File: src/design/glos_pkg.sv
// ----------------------------------------------------------------------------
// glos_pkg
// Shared types, constants and codes for the grid line-of-sight checker.
// ----------------------------------------------------------------------------
package glos_pkg;

  // map geometry
  localparam int GRID_DIM  = 64;
  localparam int MEM_DEPTH = GRID_DIM * GRID_DIM;
  localparam int ADDR_W    = $clog2(MEM_DEPTH);

  // field widths
  localparam int CELL_W     = 6;
  localparam int POS_W      = 8;
  localparam int CFG_DIM_W  = 7;
  localparam int SPAN_W     = 6;
  localparam int CFG_IDX_W  = 2;
  localparam int CFG_DATA_W = 7;
  localparam int STAT_W     = 2;

  // register reset values
  localparam logic [CFG_DIM_W-1:0] GRID_WIDTH_RST  = CFG_DIM_W'(64);
  localparam logic [CFG_DIM_W-1:0] GRID_HEIGHT_RST = CFG_DIM_W'(64);
  localparam logic [SPAN_W-1:0]    MAX_SPAN_RST    = SPAN_W'(15);

  // register indexes
  localparam logic [CFG_IDX_W-1:0] CFG_GRID_WIDTH  = 2'd0;
  localparam logic [CFG_IDX_W-1:0] CFG_GRID_HEIGHT = 2'd1;
  localparam logic [CFG_IDX_W-1:0] CFG_MAX_SPAN    = 2'd2;

  // item modes
  localparam logic MODE_WRITE = 1'b0;
  localparam logic MODE_QUERY = 1'b1;

  // result status codes
  localparam logic [STAT_W-1:0] STAT_CLEAR   = 2'd0;
  localparam logic [STAT_W-1:0] STAT_OUTSIDE = 2'd1;
  localparam logic [STAT_W-1:0] STAT_FAR     = 2'd2;
  localparam logic [STAT_W-1:0] STAT_WALL    = 2'd3;

  typedef struct packed {
    logic                    mode;
    logic [CELL_W-1:0]       cell_x;
    logic [CELL_W-1:0]       cell_y;
    logic                    wall_bit;
    logic signed [POS_W-1:0] from_x;
    logic signed [POS_W-1:0] from_y;
    logic signed [POS_W-1:0] to_x;
    logic signed [POS_W-1:0] to_y;
  } in_item_t;

  typedef struct packed {
    logic              visible;
    logic [STAT_W-1:0] status;
  } out_item_t;

  typedef enum logic [1:0] {
    S_CLR,
    S_IDLE,
    S_CHECK,
    S_WALK
  } state_t;

  // controller to datapath
  typedef struct packed {
    logic accept;
    logic calc;
    logic step;
    logic clr_en;
  } cmd_t;

  // datapath to controller
  typedef struct packed {
    logic outside;
    logic far;
    logic at_end;
    logic first;
    logic wall;
    logic clr_last;
  } sts_t;

endpackage

File: src/design/glos_ctrl.sv
// ----------------------------------------------------------------------------
// glos_ctrl
// Controller: clearing sweep, item intake, walk sequencing and the result
// output register.
// ----------------------------------------------------------------------------
module glos_ctrl import glos_pkg::*; (
  input  logic      clk,
  input  logic      rst_n,
  input  logic      in_valid,
  input  logic      in_mode,
  output logic      in_ready,
  output logic      out_valid,
  input  logic      out_ready,
  output out_item_t out_data,
  output cmd_t      cmd,
  input  sts_t      sts
);

  state_t            state_r, state_nxt;
  logic              out_valid_r, out_valid_nxt;
  logic [STAT_W-1:0] out_status_r;
  logic              out_free;
  logic              walk_done;
  logic [STAT_W-1:0] walk_code;
  logic              res_load;

  // walk decision, checks in priority order
  always_comb begin
    out_free  = !out_valid_r || out_ready;
    walk_done = 1'b1;
    walk_code = STAT_CLEAR;
    if (sts.outside) begin
      walk_code = STAT_OUTSIDE;
    end else if (sts.far) begin
      walk_code = STAT_FAR;
    end else if (sts.at_end) begin
      walk_code = STAT_CLEAR;
    end else if (!sts.first && sts.wall) begin
      walk_code = STAT_WALL;
    end else begin
      walk_done = 1'b0;
    end
  end

  // next state
  always_comb begin
    state_nxt = state_r;
    case (state_r)
      S_CLR: begin
        if (sts.clr_last) state_nxt = S_IDLE;
      end
      S_IDLE: begin
        if (in_valid && in_mode == MODE_QUERY) state_nxt = S_CHECK;
      end
      S_CHECK: state_nxt = S_WALK;
      S_WALK: begin
        if (walk_done && out_free) state_nxt = S_IDLE;
      end
      default: state_nxt = S_IDLE;
    endcase
  end

  // outputs
  always_comb begin
    in_ready   = 1'b0;
    cmd        = '0;
    res_load   = 1'b0;
    case (state_r)
      S_CLR:   cmd.clr_en = 1'b1;
      S_IDLE: begin
        in_ready   = 1'b1;
        cmd.accept = in_valid;
      end
      S_CHECK: cmd.calc = 1'b1;
      S_WALK: begin
        cmd.step = !walk_done;
        res_load = walk_done && out_free;
      end
      default: ;
    endcase
  end

  always_ff @(posedge clk) begin
    if (!rst_n) begin
      state_r <= S_CLR;
    end else begin
      state_r <= state_nxt;
    end
  end

  // result register
  always_comb begin
    out_valid_nxt = out_valid_r;
    if (res_load) begin
      out_valid_nxt = 1'b1;
    end else if (out_ready) begin
      out_valid_nxt = 1'b0;
    end
  end

  always_ff @(posedge clk) begin
    if (!rst_n) begin
      out_valid_r <= 1'b0;
    end else begin
      out_valid_r <= out_valid_nxt;
    end
  end

  always_ff @(posedge clk) begin
    if (res_load) begin
      out_status_r <= walk_code;
    end
  end

  assign out_valid        = out_valid_r;
  assign out_data.status  = out_status_r;
  assign out_data.visible = out_status_r == STAT_CLEAR;

  a_res_slot: assert property (@(posedge clk) disable iff (!rst_n)
    res_load |-> (!out_valid_r || out_ready))
    else $error("result loaded over a pending transfer");

  a_calc_walk: assert property (@(posedge clk) disable iff (!rst_n)
    cmd.calc |=> (state_r == S_WALK) && sts.first)
    else $error("walk did not start after range checks");

  a_busy_no_intake: assert property (@(posedge clk) disable iff (!rst_n)
    (cmd.step || cmd.calc || cmd.clr_en) |-> !in_ready)
    else $error("input taken while busy");

endmodule
File: config.mk
export PLATFORM = sky130hd
export DESIGN_NAME = glos_ctrl
export DESIGN_NICKNAME = d
export VERILOG_FILES = /design/src/design/glos_pkg.sv /design/src/design/glos_ctrl.sv
export SDC_FILE = /design/constraint.sdc
export NUM_CORES = 1
export LEC_CHECK = 0
export BUFFER_PORTS_ARGS = -buffer_cell sky130_fd_sc_hd__buf_4
export CORE_AREA = 2 2 39 41
export DETAILED_ROUTE_END_ITERATION = 12
export DIE_AREA = 0 0 41 43
export HOLD_SLACK_MARGIN = 0.08
export PLACE_DENSITY = 0.57
export SKIP_CTS_REPAIR_TIMING = 1
export SLEW_MARGIN = 10
export SYNTH_ARGS = -nofsm -noshare
export SYNTH_HDL_FRONTEND = slang
export SYNTH_SLANG_ARGS = --single-unit
File: constraint.sdc
create_clock -name clk -period 1.2 [get_ports clk]
set_input_delay 0.12 -clock clk [delete_from_list [all_inputs] [get_ports clk]]
set_output_delay 0.12 -clock clk [all_outputs]
set_load 0.005 [all_outputs]
==> out/qor.yml, run 1 <==
place.gp.congestion: 0.713
cpLargestDelayFamily: "flip-flops"
setup_viol: 6
cp-start-kind: "register"
syn_area_um2: 362
power_density_mw_per_mm2: 1630
h-tree-depth: 1
finalPower_w: 0.00113
report.final.slew_viol_count: 0
outcome: "finished, violations left"
route.detailed.drc: 0
num_antenna_cells: 0
syn_inst: 36
top_layer: "met3"
detail_route.vias_per_cell: 4.39
fin_nets: 83
final_area_um2: 693
grt_pass1_vias: 325
cp.arrival_ns: 1.26
tightestPinTransition_ns: 0.300
cts_sinks: 5
clkLatencyLatePin_ns: 0.24
finalHoldViolations: 0
syn_nets: 52
dr.pass1.iters: 2
leakage_nw: 0.316
period_share_pct: 115
hpwl_um: 595
place_area_um2: 574
clock_path_buffers: 2
io_pins: 20
clock.fmax_ghz: 0.726
whs_ns: 0.157
synth_area_leaders: "ha_1, dfxtp_1, edfxtp_1"
cts_tree: "yes"
die_w_um: 41
cap_violations: 0
routedWlPerCell_um: 10.6
area_growth_pct: 91.7
core_region_area_mm2: 0.00138
synth_seq_cells: 5
ant_nets: 0
synth_top_area_share_pct: 17.3
relSlewSlack_pct: 79.9
wl_met1_um: 291
ys_types: 21
pre_cts_ws_ns: -0.0788
groute.usage.overall_pct: 9.37
grt_max_degree: 6
fillers: 143
numPortBuffers: 19
violations: "setup timing"
finalClockSkew_ns: 0.00183
postSynthAreaPerCell_um2: 10.0
ys_warn_count: 0
cts_root_buf: "clkbuf_4"
numCtsBuffers: 3
cp.required_ns: 1.08
drtIter0Drc: 2
seq_area_frac_synth_pct: 33.2
reg2reg_slack_ns: -0.12
clkSlewWorstSetupHoldPaths_ns: 0.04
totalWireLength_um: 870
dr_wl_met2_um: 512
die_height_um: 43
end_kind: "output pin"
worstHoldPathType: "primary input to register"
rsz0062_at_grt: "yes"
row_count: 14
layout_setup_ws_ns: -0.178
max_stage_delay_ns: 0.37
crit_chain: "ha_4, inv_2, nor4b_4, buf_4"
drive_gt1_share_pct: 69.7
finalCriticalPeriod_ns: 1.38
antenna_found_initial: 0
yosysTopAreaCell: "ha_1"
critPathMaxFanout: 4
dieArea_mm2: 0.00176
routed-via-count: 360
grt_pass1_wl_mm: 1.15
path_class: "register to output pin"
cp_slowest_cell: "dfxtp_4"
initial_core_util_pct: 26.1
ir_drop_uv: 871
path_buf_inv: 2
dr_wl_met3_um: 66
grt_overflow: 0
-- final timing paths --
check	startpoint	endpoint	depth (start not counted)
max reg2reg	state_r[1]$_SDFFE_PN0P_	state_r[1]$_SDFFE_PN0P_	6
min	rst_n	state_r[0]$_SDFFE_PN0P_	3
min reg2reg	state_r[0]$_SDFFE_PN0P_	state_r[0]$_SDFFE_PN0P_	2
max	state_r[0]$_SDFFE_PN0P_	cmd[1]	4
-- cells by family (layout without fill, tap and decap cells) --
family / after synthesis / after routing / synth area share (%)
fa+ha+maj: 5 / 5 / 17.3
compound gates: 6 / 6 / 13.2
flops: 5 / 5 / 33.2
buf+inv: 5 / 35 / 5.19
mux: 2 / 2 / 5.54
simple gates: 13 / 13 / 25.6
-- worst register-to-register path, cell delays in order (launching register included) --
cell      delay, ns
dfxtp_4        0.36
inv_2          0.07
ha_4           0.16
inv_2          0.05
o22ai_2        0.08
a211oi_2       0.31
mux2i_1        0.21
-- power by group --
part | switching, W | internal [W]
combinational | 0.000251 | 0.000410
sequential | 0.0000486 | 0.000229
clock | 0.0000654 | 0.000125
total | 0.000365 | 0.000765
-- state kept, by name, summed over array words and instances, names as in the netlist --
name / count
out_status_r: 2
state_r: 2
out_valid: 1
-- Yosys cell counts --
cell type and n:
and2_1 1, inv_1 4, dfxtp_1 3, o22ai_1 1, nor2_1 2, a211oi_2 1
nor2b_1 1, inv_2 1, nor4b_4 1, o41ai_1 1, or2b_1 1, a21o_1 1
nand2_1 4, nor2b_4 1, mux2i_1 2, nand2b_1 1, edfxtp_1 2, ha_1 5
nor2_2 1, a21boi_0 1, a21oi_1 1
-- through the flow --
stage	std cells	utilization, %	setup TNS [ns]
after detailed placement	77	41.5	-0.165
after floorplan	36	-	0
after global placement	77	41.5	-0.112
after global routing	82	50.1	-0.912
after CTS	81	43.4	-0.817
final	82	50.1	-0.576
-- metal layers --
metal  vias up  global-route usage [%]
met5         -                       0
met4         0                    2.00
met3         0                    4.71
met2        14                    16.6
met1       166                    9.09
li1        180                       -
-- final cells by class --
class / instances / area [um^2] / share of cell area [%]
Tap cell: 16 / 20.0 / 2.89
Inverter: 5 / 18.8 / 2.71
Multi-Input combinational cell: 26 / 290 / 41.9
Sequential cell: 5 / 128 / 18.4
Clock buffer: 4 / 26.3 / 3.79
Timing Repair Buffer: 26 / 210 / 30.3
-- placed cells by master (no fill, tap or decap), drive strengths merged --
cell    netlist  final
buf           0     26
inv           5      5
ha            5      5
nand2         4      4
clkbuf        0      4
nor2          3      3
dfxtp         3      3
mux2i         2      2
edfxtp        2      2
nor2b         2      2
o41ai         1      1
nand2b        1      1
nor4b         1      1
and2          1      1
o22ai         1      1
a211oi        1      1
or2b          1      1
a21o          1      1
a21boi        1      1
a21oi         1      1
Power figures use the tool's default switching activity.
==> run 2: changes to the inputs <==
--- a/config.mk
+++ b/config.mk
@@ -10,7 +10,7 @@
 export DETAILED_ROUTE_END_ITERATION = 12
 export DIE_AREA = 0 0 41 43
 export HOLD_SLACK_MARGIN = 0.08
-export PLACE_DENSITY = 0.57
+export PLACE_DENSITY = 0.66
 export SKIP_CTS_REPAIR_TIMING = 1
 export SLEW_MARGIN = 10
 export SYNTH_ARGS = -nofsm -noshare
==> out/qor.yml, run 2 (same netlist as run 1, synthesis figures left out) <==
outcome: "finished, violations left"
violations: "setup timing"
min-delay-start: "rst_n"
layout_setup_ws_ns: -0.171
mostFrequentLayoutCells: "buf_4, inv_1, nand2_1"
cts_tree: "yes"
groute.usage.overall_pct: 10.6
relSlewSlack_pct: 81.1
stdcell_count: 82
r2r_cells: 6
cts_root_buf: "clkbuf_4"
die_w_um: 41
cap_violations: 0
crit_chain: "ha_4, inv_4, nor4b_4, buf_4"
cp-start-kind: "register"
utilization_pct: 45.9
cp.arrival_ns: 1.25
initial_core_util_pct: 26.1
setup_viol: 6
dr.pass1.iters: 2
clkLatencyLatePin_ns: 0.24
leakage_nw: 0.304
finalClockSkew_ns: 0.00516
row_count: 14
finalHoldViolations: 0
num_antenna_cells: 0
critPathMaxFanout: 3
cp.required_ns: 1.08
end_kind: "output pin"
clkSlewWorstSetupHoldPaths_ns: 0.04
h-tree-depth: 1
path_class: "register to output pin"
tightestPinTransition_ns: 0.280
clock_path_buffers: 2
ant_nets: 0
die_height_um: 43
rr_startpoint: "state_r[1]$_SDFFE_PN0P_"
numCtsBuffers: 3
worstHoldPathType: "primary input to register"
hpwl_um: 652
crit-reg2reg-capture: "state_r[1]$_SDFFE_PN0P_"
reg2reg_slack_ns: -0.10
dieArea_mm2: 0.00176
cp_slowest_cell: "dfxtp_4"
area_growth_pct: 75.8
route.detailed.drc: 0
pre_cts_ws_ns: -0.0921
core_region_area_mm2: 0.00138
drive_gt1_share_pct: 59.1
numPortBuffers: 19
drtIter0Drc: 7
dp_cells: 77
grt_overflow: 0
hold_end: "state_r[0]$_SDFFE_PN0P_"
finalCriticalPeriod_ns: 1.37
cts_sinks: 5
detail_route.vias_per_cell: 4.33
rsz0062_at_grt: "yes"
fillers: 148
layout_commonest_cell: "buf_4"
fin_nets: 83
io_pins: 20
place.gp.congestion: 0.766
antenna_found_initial: 0
routed-via-count: 355
power_density_mw_per_mm2: 1500
period_share_pct: 114
report.final.slew_viol_count: 0
grt_pass1_wl_mm: 1.15
max_stage_delay_ns: 0.36
grt_pass1_vias: 308
grt_max_degree: 6
routedWlPerCell_um: 9.67
clock.fmax_ghz: 0.729
ir_drop_uv: 666
totalWireLength_um: 793
whs_path_depth: 3
run 2: where the power goes:
group | internal (W) | switching, W | total, W
Sequential | 0.000229 | 0.0000416 | 0.000270
Clock | 0.000126 | 0.0000680 | 0.000194
Combinational | 0.000300 | 0.000188 | 0.000488
run 2: stage by stage:
step           power [W]  instance area [um^2]  TNS, ns  hold WS (ns)
2_1_floorplan   0.000464                   367        0         0.258
3_3_place_gp    0.000723                   574  -0.0867         0.413
3_5_place_dp    0.000731                   574   -0.155         0.423
4_1_cts         0.000934                   601   -0.554         0.164
5_1_grt          0.00105                   636    -1.06         0.158
6_report        0.000952                   636   -0.499         0.168
run 2: routing by layer:
layer	vias to the layer above	track usage, %	wire length [um]
met3	0	9.42	65
li1	180	-	-
met2	14	18.4	449
met5	-	0	0
met4	0	4.00	0
met1	161	7.12	279
run 2: final cells by class:
type                    instances  area (um^2)  share of cell area, %
repair buffers                 26          195                   30.7
multi-input cells              26          245                   38.6
flip-flops and latches          5          128                   20.1
inverters                       5         21.3                   3.35
well taps                      16         20.0                   3.15
clock buffers                   4         26.3                   4.13
run 2: how the worst max path moves through the flow:
stage,from,to
3_3_place_gp,state_r[0]$_SDFFE_PN0P_,state_r[1]$_SDFFE_PN0P_
3_5_place_dp,state_r[1]$_SDFFE_PN0P_,state_r[1]$_SDFFE_PN0P_
4_1_cts,state_r[0]$_SDFFE_PN0P_,cmd[1]
2_1_floorplan,state_r[0]$_SDFFE_PN0P_,state_r[0]$_SDFFE_PN0P_
6_report,state_r[1]$_SDFFE_PN0P_,cmd[1]
5_1_grt,state_r[1]$_SDFFE_PN0P_,cmd[1]
run 2: worst max-delay path, delay by kind of cell, from the launching register on:
family | cells | cell delay (ns)
buffers and inverters | 2 | 0.20
adder cells (fa/ha/maj) | 1 | 0.15
flip-flops | 1 | 0.36
AND/OR/NAND/NOR | 1 | 0.31
